[config.mk]
export PLATFORM = sky130hd
export DESIGN_NAME = ffpra_cell
export DESIGN_NICKNAME = d
export VERILOG_FILES = /design/src/hdl/ffpra_pkg.sv /design/src/hdl/ffpra_cell.sv
export SDC_FILE = /design/constraint.sdc
export NUM_CORES = 1
export LEC_CHECK = 0
export ABC_CLOCK_PERIOD_IN_PS = 10700
export BUFFER_PORTS_ARGS = -buffer_cell sky130_fd_sc_hd__buf_4
export CORE_MARGIN = 2
export CORE_UTILIZATION = 40
export DETAILED_ROUTE_END_ITERATION = 7
export PLACE_DENSITY = 0.73
export SYNTH_ARGS = -nofsm -noshare
export SYNTH_HDL_FRONTEND = slang
export SYNTH_SLANG_ARGS = --single-unit
export TNS_END_PERCENT = 100
[constraint.sdc]
create_clock -name clock -period 10.7 [get_ports clock]
set_input_delay 1.605 -clock clock [delete_from_list [all_inputs] [get_ports clock]]
set_output_delay 1.605 -clock clock [all_outputs]
set_load 0.1 [all_outputs]
[src/hdl/ffpra_pkg.sv]
// Package for the first-fit page region allocator.
// Holds transaction types, status and operation codes, and the cell interface types.
// No dependencies.
`default_nettype none
package ffpra_pkg;

   localparam int INDEX_BITS = 6;   // up to 64 regions
   localparam int COUNT_BITS = 7;   // region count, wide enough for 0..64
   localparam int PAGE_NUM_BITS = 16;

   typedef enum logic [2:0] {
      ST_OK          = 3'd0,
      ST_ZERO        = 3'd1,
      ST_TOO_LARGE   = 3'd2,
      ST_NO_SPACE    = 3'd3,
      ST_TABLE_FULL  = 3'd4,
      ST_INVALID     = 3'd5,
      ST_DOUBLE_FREE = 3'd6
   } status_type;

   typedef enum logic {
      CMD_ALLOC = 1'b0,
      CMD_FREE  = 1'b1
   } command_type;

   typedef enum logic [2:0] {
      OP_NONE,
      OP_SPLIT,
      OP_MARK_USED,
      OP_MARK_FREE,
      OP_MERGE
   } op_type;

   typedef enum logic [2:0] {
      FSM_IDLE,
      FSM_SCAN,
      FSM_ALLOC_EDIT,
      FSM_FREE_MERGE1,
      FSM_FREE_MERGE2
   } fsm_type;

   typedef struct packed {
      logic        command;
      logic [31:0] request_bytes;
      logic [63:0] free_address;
   } req_type;

   typedef struct packed {
      logic [2:0]  status;
      logic [63:0] start_address;
   } rsp_type;

   // One table entry as seen by a neighbor.
   typedef struct packed {
      logic                     token;
      logic                     is_free;
      logic [PAGE_NUM_BITS-1:0] start_page;
      logic [PAGE_NUM_BITS-1:0] end_page;
   } cell_type;

   // Broadcast control from the sequencer to every cell.
   typedef struct packed {
      logic                     scan_en;
      logic                     free_cmd;
      logic [PAGE_NUM_BITS-1:0] key;
      logic [COUNT_BITS-1:0]    count;
      op_type                   op;
      logic [INDEX_BITS-1:0]    idx;
   } ctl_type;

endpackage
`default_nettype wire

[src/hdl/ffpra_cell.sv]
// One region cell of the allocator chain: holds one table entry and the scan token.
// Depends on ffpra_pkg.
`default_nettype none
module ffpra_cell #(
   parameter int IDX         = 0,
   parameter int TOTAL_PAGES = 32768
) (
   input  wire logic               clock,
   input  wire logic               reset,
   input  wire ffpra_pkg::ctl_type  ctl,
   input  wire ffpra_pkg::cell_type left_in,
   input  wire ffpra_pkg::cell_type right_in,
   output ffpra_pkg::cell_type      state_out,
   output logic                    hit
);
   import ffpra_pkg::*;

   localparam logic [COUNT_BITS-1:0] MY_IDX = COUNT_BITS'(IDX);

   logic                     token_ff, token_in;
   logic                     free_ff, free_in;
   logic [PAGE_NUM_BITS-1:0] start_ff, start_in;
   logic [PAGE_NUM_BITS-1:0] end_ff, end_in;
   logic [COUNT_BITS-1:0]    sel;
   logic [COUNT_BITS-1:0]    sel_next;
   logic [PAGE_NUM_BITS-1:0] len;
   logic                     active;

   always_comb begin
      sel      = {1'b0, ctl.idx};
      sel_next = sel + COUNT_BITS'(1);
      len      = end_ff - start_ff;
      active   = MY_IDX < ctl.count;
      token_in = ctl.scan_en & left_in.token;
      if (ctl.free_cmd) begin
         hit = token_ff & active & (start_ff == ctl.key);
      end else begin
         hit = token_ff & active & free_ff & (len >= ctl.key);
      end

      free_in  = free_ff;
      start_in = start_ff;
      end_in   = end_ff;
      unique case (ctl.op)
         OP_SPLIT: begin
            if (MY_IDX == sel) begin
               end_in  = start_ff + ctl.key;
               free_in = 1'b0;
            end else if (MY_IDX == sel_next) begin
               start_in = left_in.start_page + ctl.key;
               end_in   = left_in.end_page;
               free_in  = 1'b1;
            end else if (MY_IDX > sel_next) begin
               start_in = left_in.start_page;
               end_in   = left_in.end_page;
               free_in  = left_in.is_free;
            end
         end
         OP_MARK_USED: begin
            if (MY_IDX == sel) free_in = 1'b0;
         end
         OP_MARK_FREE: begin
            if (MY_IDX == sel) free_in = 1'b1;
         end
         OP_MERGE: begin
            // Absorb the right neighbor; everything above slides down one place.
            if (MY_IDX == sel) begin
               end_in  = right_in.end_page;
               free_in = 1'b1;
            end else if (MY_IDX > sel) begin
               start_in = right_in.start_page;
               end_in   = right_in.end_page;
               free_in  = right_in.is_free;
            end
         end
         default: begin
         end
      endcase
   end

   always_ff @(posedge clock) begin
      if (reset) begin
         token_ff <= 1'b0;
         free_ff  <= 1'b1;
         start_ff <= '0;
         end_ff   <= PAGE_NUM_BITS'(TOTAL_PAGES);
      end else begin
         token_ff <= token_in;
         free_ff  <= free_in;
         start_ff <= start_in;
         end_ff   <= end_in;
      end
   end

   assign state_out = '{token: token_ff, is_free: free_ff,
                        start_page: start_ff, end_page: end_ff};

endmodule
`default_nettype wire

==> impl_metrics.py, run 1 <==
metrics = {
    "floorplan": {
        "coreArea_mm2": 0.0108,
        "rows": 38,
        "dieArea_mm2": 0.0118,
        "die_h_um": 109,
        "initial_core_util_pct": 40.7,
        "die_w_um": 109,
        "ios": 139,
    },
    "timing": {
        "setup_viol": 0,
        "worstMarginPinSlew_ps": 1070,
        "setup_tns_ps": 0,
        "max_freq_mhz": 180,
        "post-route-worst-setup-slack_ps": 5160,
        "final-hold-violation-count": 0,
        "fin_crit_sh_pct": 51.8,
        "fin_crit_ps": 5540,
        "slew_headroom_pct": 28.2,
        "slew_viol_final": 0,
        "finalClockSkew_ps": 9.69,
        "rsz0062_at_grt": "no",
    },
    "worst_setup_path": {
        "critPathKind": "reg -> out",
        "path_depth": 16,
        "crit_buf_inv": 2,
        "r2r_cells": 11,
        "critPathMaxStageDelay_ps": 480,
        "cp.required_ps": 9100,
        "worst-path-max-fanout": 5,
        "cp-endpoint": "hit",
        "r2r-end": "end_ff[10]",
        "crit_path_top_delay_cell": "dfxtp_1",
        "cp.arrival_ps": 3940,
        "path_cells": "inv_1 > ha_1 > nor2b_1 > o21a_1 > o21ai_0 > a21oi_1 > a21o_1 > a21oi_1 > xnor2_1 > ha_1 > a21o_1 > a21o_1 > a21oi_1 > a211oi_1 > o311a_1 > buf_4",
        "r2r-start": "start_ff[0]",
        "path_delay_family": "compound AO/OA/AOI/OAI gates",
        "cp-start-kind": "flip-flop",
        "crit_path_start": "start_ff[1]",
        "cp-end-kind": "primary output",
        "ff2ff_setup_slack_ps": 7960,
    },
    "finish": {
        "layout.nets": 852,
        "antennaDiodeCount": 0,
        "mostFrequentLayoutCell": "buf_4",
        "mostFrequentLayoutCells": "buf_4 (120), ha_1 (64), nor2_1 (54)",
        "layout-drive-gt1-share_pct": 21.8,
        "num-fill-cells": 1073,
        "regArea_um2": 681,
        "multi_input_area_mm2": 0.00345,
        "area_delta_synth_final_pct": 24.3,
    },
    "power": {
        "p_comb_share_pct": 35.7,
        "leakagePower_nw": 2.48,
        "sw_frac_of_total_pct": 32.9,
        "switchingPower_uw": 127,
        "power.share.sequential_pct": 33.2,
        "peakVddDrop_uv": 38.0,
        "power_density_mw_per_mm2": 70.7,
        "pwr-share-clk_pct": 31.1,
        "intPower_uw": 259,
    },
    "global_route": {
        "overflow": 0,
        "grt_max_degree": 36,
        "grt_pass1_vias": 4365,
        "grt_pass1_wl_um": 21000,
        "grt_usage_pct": 22.4,
        "antenna_found_initial": 0,
    },
    "synthesis": {
        "ys_types": 68,
        "ys.flop_type": "dfxtp_1",
        "synth_nets": 749,
        "ys_ff_latch": 34,
        "yosys.area.top_type_share_pct": 18.2,
        "synthTopCellsByArea": "ha_1 (18%), dfxtp_1 (15%), xnor2_1 (5.4%)",
        "synth_top_cell_by_area": "ha_1",
        "syn_avg_cell_area_um2": 7.60,
        "yosysSeqAreaShare_pct": 15.5,
        "yosys_warnings": 0,
        "synth_cells": 578,
        "async_flop_share_pct": 0,
        "synth_area_mm2": 0.00439,
        "synth-edff-count": 0,
    },
    "clock_tree": {
        "cts_resized": 0,
        "clk_pin_slew_ps": 80,
        "post_cts_buffers": 0,
        "cts.sinks": 34,
        "cts_hold_buf": 0,
        "cts_tree": "yes",
        "insertion_delay_ps": 300,
        "cts_buffers": 5,
        "h-tree-depth": 2,
        "clock-root-buffer": "clkbuf_8",
        "cts_buffer_depth": 2,
    },
    "hold_path": {
        "hold_path.class": "reg -> reg",
        "holdCritStartpoint": "end_ff[0]",
    },
    "detailed_routing": {
        "ant_nets": 0,
        "drt_first_pass_iters": 5,
        "drt_iter0_markers": 293,
        "drt-wirelength-per-cell_um": 16.3,
        "vias": 4644,
        "drc": 0,
        "vias_per_cell": 5.65,
        "drt-total-wl_um": 13400,
    },
    "placed_design": {
        "numPortBuffers": 120,
        "gp_congestion": 0.917,
        "hpwl_um": 11100,
        "place_worst_setup_slack_ps": 5390,
    },
    "outcome": {
        "status": "finished clean",
    },
    "run": {
        "drv_cap": 0,
    },
}
==> metrics by stage <==
step                cells  instance area, um2  utilization (%)  power, mW  hold WS (ps)
finish                822                5460             50.6      0.386           476
global route          822                5460             50.6      0.408           512
CTS                   822                5460             50.6      0.386           474
detailed placement    814                5350             49.6      0.268           464
global placement      814                5350             49.6      0.263           461
floorplan             578                4390                -      0.219           511
==> metal layers <==
layer  GRT usage (%)  vias up  share of wire, %
li1                -     2320                 -
met1            29.3     2128                43
met2            38.5      172                47
met3            2.45       24               7.4
met4            7.05        0               2.1
met5               0        -                 0
==> how the worst min path moves through the flow <==
| stage | to | slack (ps) | cells after the start |
|---|---|---|---|
| final | end_ff[0] | 480 | 2 |
| after global routing | end_ff[6] | 510 | 2 |
| after CTS | end_ff[0] | 470 | 2 |
| after detailed placement | end_ff[0] | 460 | 2 |
| after global placement | end_ff[0] | 460 | 2 |
| after floorplan | free_ff | 510 | 2 |
==> cell families (layout without fill, tap and decap cells) <==
group           count (synthesis)  count (layout)  synth area share [%]
compound gates                187             187                  29.8
xor+xnor                       35              35                  6.98
fa+ha+maj                      67              67                  19.6
buf+inv                        64             168                  6.09
flops                          34              34                  15.5
mux                             8               8                  1.82
simple gates                  183             183                  20.2
==> power by group through the flow <==
stage / sequential [mW] / combinational (mW) / clock, mW
after floorplan: 0.136 / 0.0830 / 0
after global placement: 0.131 / 0.132 / 0
after detailed placement: 0.131 / 0.136 / 0
after CTS: 0.128 / 0.137 / 0.121
after global routing: 0.128 / 0.152 / 0.128
final: 0.128 / 0.138 / 0.120
==> final cells by class <==
cell class | instances | share of cell area [%]
Multi-Input combinational cell | 480 | 63.1
Timing Repair Buffer | 120 | 16.5
Sequential cell | 34 | 12.5
Tap cell | 140 | 3.21
Inverter | 40 | 2.75
Clock buffer | 5 | 1.26
Clock inverter | 3 | 0.733
==> cell usage after synthesis (all sizes together), types with 6 or more instances <==
cell / number
nand2: 53
o21a: 10
o21bai: 6
xnor2: 27
a211oi: 22
buf: 11
inv: 40
nand3: 9
nor3: 18
mux2i: 8
a31oi: 7
nor2: 55
o211ai: 16
nor2b: 7
xor2: 8
clkbuf: 13
a21oi: 42
a21o: 18
ha: 64
dfxtp: 34
nand2b: 12
o21ai: 37
nor4: 7
a311oi: 7
==> state kept, by name, indices dropped and copies added, names as in the netlist <==
name	cells
end_ff	16
free_ff	1
token_ff	1
start_ff	16
==> tightest hold or removal path, stage by stage (launching register included) <==
cell     delay [ps]
dfxtp_1         330
nand2_1          60
a21oi_1          50
Power figures use the tool's default switching activity.
==> run 2, diff against run 1 <==
--- a/config.mk
+++ b/config.mk
@@ -5,12 +5,12 @@
 export SDC_FILE = /design/constraint.sdc
 export NUM_CORES = 1
 export LEC_CHECK = 0
-export ABC_CLOCK_PERIOD_IN_PS = 10700
+export ABC_CLOCK_PERIOD_IN_PS = 4600
 export BUFFER_PORTS_ARGS = -buffer_cell sky130_fd_sc_hd__buf_4
 export CORE_MARGIN = 2
 export CORE_UTILIZATION = 40
 export DETAILED_ROUTE_END_ITERATION = 7
-export PLACE_DENSITY = 0.73
+export PLACE_DENSITY = 0.76
 export SYNTH_ARGS = -nofsm -noshare
 export SYNTH_HDL_FRONTEND = slang
 export SYNTH_SLANG_ARGS = --single-unit
==> constraint.sdc (replaced) <==
create_clock -name clock -period 4.6 [get_ports clock]
set_input_delay 0.69 -clock clock [delete_from_list [all_inputs] [get_ports clock]]
set_output_delay 0.69 -clock clock [all_outputs]
set_load 0.1 [all_outputs]
==> run 2 against run 1 <==
Effect of this change: clock skew fell by 2.0 ps; global-route usage rose by 0.83 points; via count rose by 1.0%; worst setup slack got worse by 5000 ps; sequential share of layout area barely moved; cell count fell by 0.12%; sequential power rose by 130%; wire length rose by 1.7%; critical endpoint unchanged; largest cell class unchanged; highest routed layer unchanged.
==> impl_metrics.py, run 2 (synthesized netlist as in run 1, its figures left out) <==
metrics = {
    "clock_tree": {
        "cts.sinks": 34,
        "insertion_delay_ps": 280,
        "cts_hold_buf": 0,
        "clock-root-buffer": "clkbuf_8",
        "cts_tree": "yes",
        "cts_buffers": 5,
        "clk_pin_slew_ps": 70,
        "cts_buffer_depth": 2,
        "h-tree-depth": 2,
    },
    "timing": {
        "slew_viol_final": 0,
        "slew_headroom_pct": 26.8,
        "setup_viol": 0,
        "finalClockSkew_ps": 7.72,
        "final-hold-violation-count": 0,
        "fin_crit_sh_pct": 95.6,
        "max_freq_mhz": 227,
        "fin_crit_ps": 4400,
        "worstMarginPinSlew_ps": 1090,
    },
    "detailed_routing": {
        "vias": 4691,
        "drc": 0,
        "ant_nets": 0,
        "drt_iter0_markers": 270,
        "drt_first_pass_iters": 5,
        "drt-total-wl_um": 13600,
        "vias_per_cell": 5.71,
        "drt-wirelength-per-cell_um": 16.6,
    },
    "finish": {
        "mostFrequentLayoutCells": "buf_4 (119), ha_1 (64), nor2_1 (54)",
        "layout-drive-gt1-share_pct": 22.8,
        "multi_input_area_mm2": 0.00347,
        "regArea_um2": 683,
        "num-fill-cells": 1041,
        "layout.nets": 852,
        "mostFrequentLayoutCell": "buf_4",
        "stdcell_count": 821,
        "area_delta_synth_final_pct": 24.3,
        "top_regs": "end_ff (16), start_ff (16)",
        "antennaDiodeCount": 0,
    },
    "global_route": {
        "grt_pass1_wl_um": 21900,
        "overflow": 0,
        "grt_usage_pct": 23.2,
        "grt_pass1_vias": 4637,
        "antenna_found_initial": 0,
        "grt_max_degree": 36,
    },
    "floorplan": {
        "die_h_um": 109,
        "rows": 38,
        "dieArea_mm2": 0.0118,
        "coreArea_mm2": 0.0108,
        "ios": 139,
        "initial_core_util_pct": 40.7,
        "die_w_um": 109,
    },
    "power": {
        "leakagePower_nw": 2.48,
        "peakVddDrop_uv": 96.0,
        "power_density_mw_per_mm2": 152,
        "total_power_uw": 833,
    },
    "worst_setup_path": {
        "worst-path-max-fanout": 3,
        "cp-start-kind": "flip-flop",
        "cp-end-kind": "primary output",
        "cp.arrival_ps": 3710,
        "crit_path_start": "end_ff[0]",
        "ff2ff_setup_slack_ps": 1950,
        "cp-endpoint": "hit",
        "r2r_cells": 11,
        "cp.required_ps": 3910,
        "r2r-end": "end_ff[12]",
        "r2r-start": "start_ff[0]",
        "critPathKind": "reg -> out",
    },
    "placed_design": {
        "placed_cells": 814,
        "gp_congestion": 0.903,
        "numPortBuffers": 120,
        "hpwl_um": 11300,
    },
    "hold_path": {
        "hold_path.class": "reg -> reg",
    },
    "outcome": {
        "status": "finished clean",
    },
    "run": {
        "drv_cap": 0,
    },
}
==> run 2: how the worst min path moves through the flow <==
stage	slack, ps	depth (start not counted)	to	start
2_1_floorplan	510	2	free_ff	free_ff
3_3_place_gp	450	2	end_ff[0]	end_ff[0]
3_5_place_dp	460	2	end_ff[0]	end_ff[0]
4_1_cts	470	2	end_ff[0]	end_ff[0]
5_1_grt	510	2	end_ff[0]	end_ff[0]
6_report	470	2	end_ff[0]	end_ff[0]
==> run 2: area by class of cell <==
type,instances,share of cell area (%)
multi-input combinational,480,63.6
timing repair buffer,120,16.6
sequential,34,12.5
tap,140,3.21
inverter,40,2.75
clock buffer,7,1.40
==> run 2: metal layers <==
metal	track usage [%]	share of wire, %	vias up
met3	3.77	6.9	30
li1	-	-	2322
met1	29.2	43	2174
met5	0	0	-
met4	8.24	3.0	0
met2	40.0	47	165
==> run 2: critical path, cell delays in order (launching register included) <==
cell      delay (ps)
dfxtp_2          340
inv_1             40
ha_1             230
fa_2             360
nor2b_1          130
o21ai_1          100
a21boi_2         210
o211ai_1         130
a21boi_1         190
o21ai_0          120
mux2i_1          160
nand2_1           80
ha_1             290
a21o_1           160
a21oi_1          170
a211oi_1         100
o311a_2          420
buf_6            190
==> run 2: power by group <==
part | internal [mW] | switching [mW] | total [mW]
sequential | 0.296 | 0.00210 | 0.298
clock | 0.104 | 0.107 | 0.211
combinational | 0.149 | 0.174 | 0.323
total | 0.549 | 0.283 | 0.833
==> run 2: repair_timing <==
action,CTS,global route
gates resized for setup,0,9
endpoints found under the setup margin,0,1
hold endpoints to repair,0,0
setup buffers,0,0
==> run 2: through the flow <==
step	cell area [um2]	setup TNS, ps	setup slack, ps	utilization, %	hold WS (ps)
2_1_floorplan	4400	0	7.63	-	511
3_3_place_gp	5360	0	426	49.6	449
3_5_place_dp	5360	0	391	49.6	461
4_1_cts	5430	0	69.8	50.3	471
5_1_grt	5460	-5.78	-5.78	50.6	511
6_report	5460	0	201	50.6	469
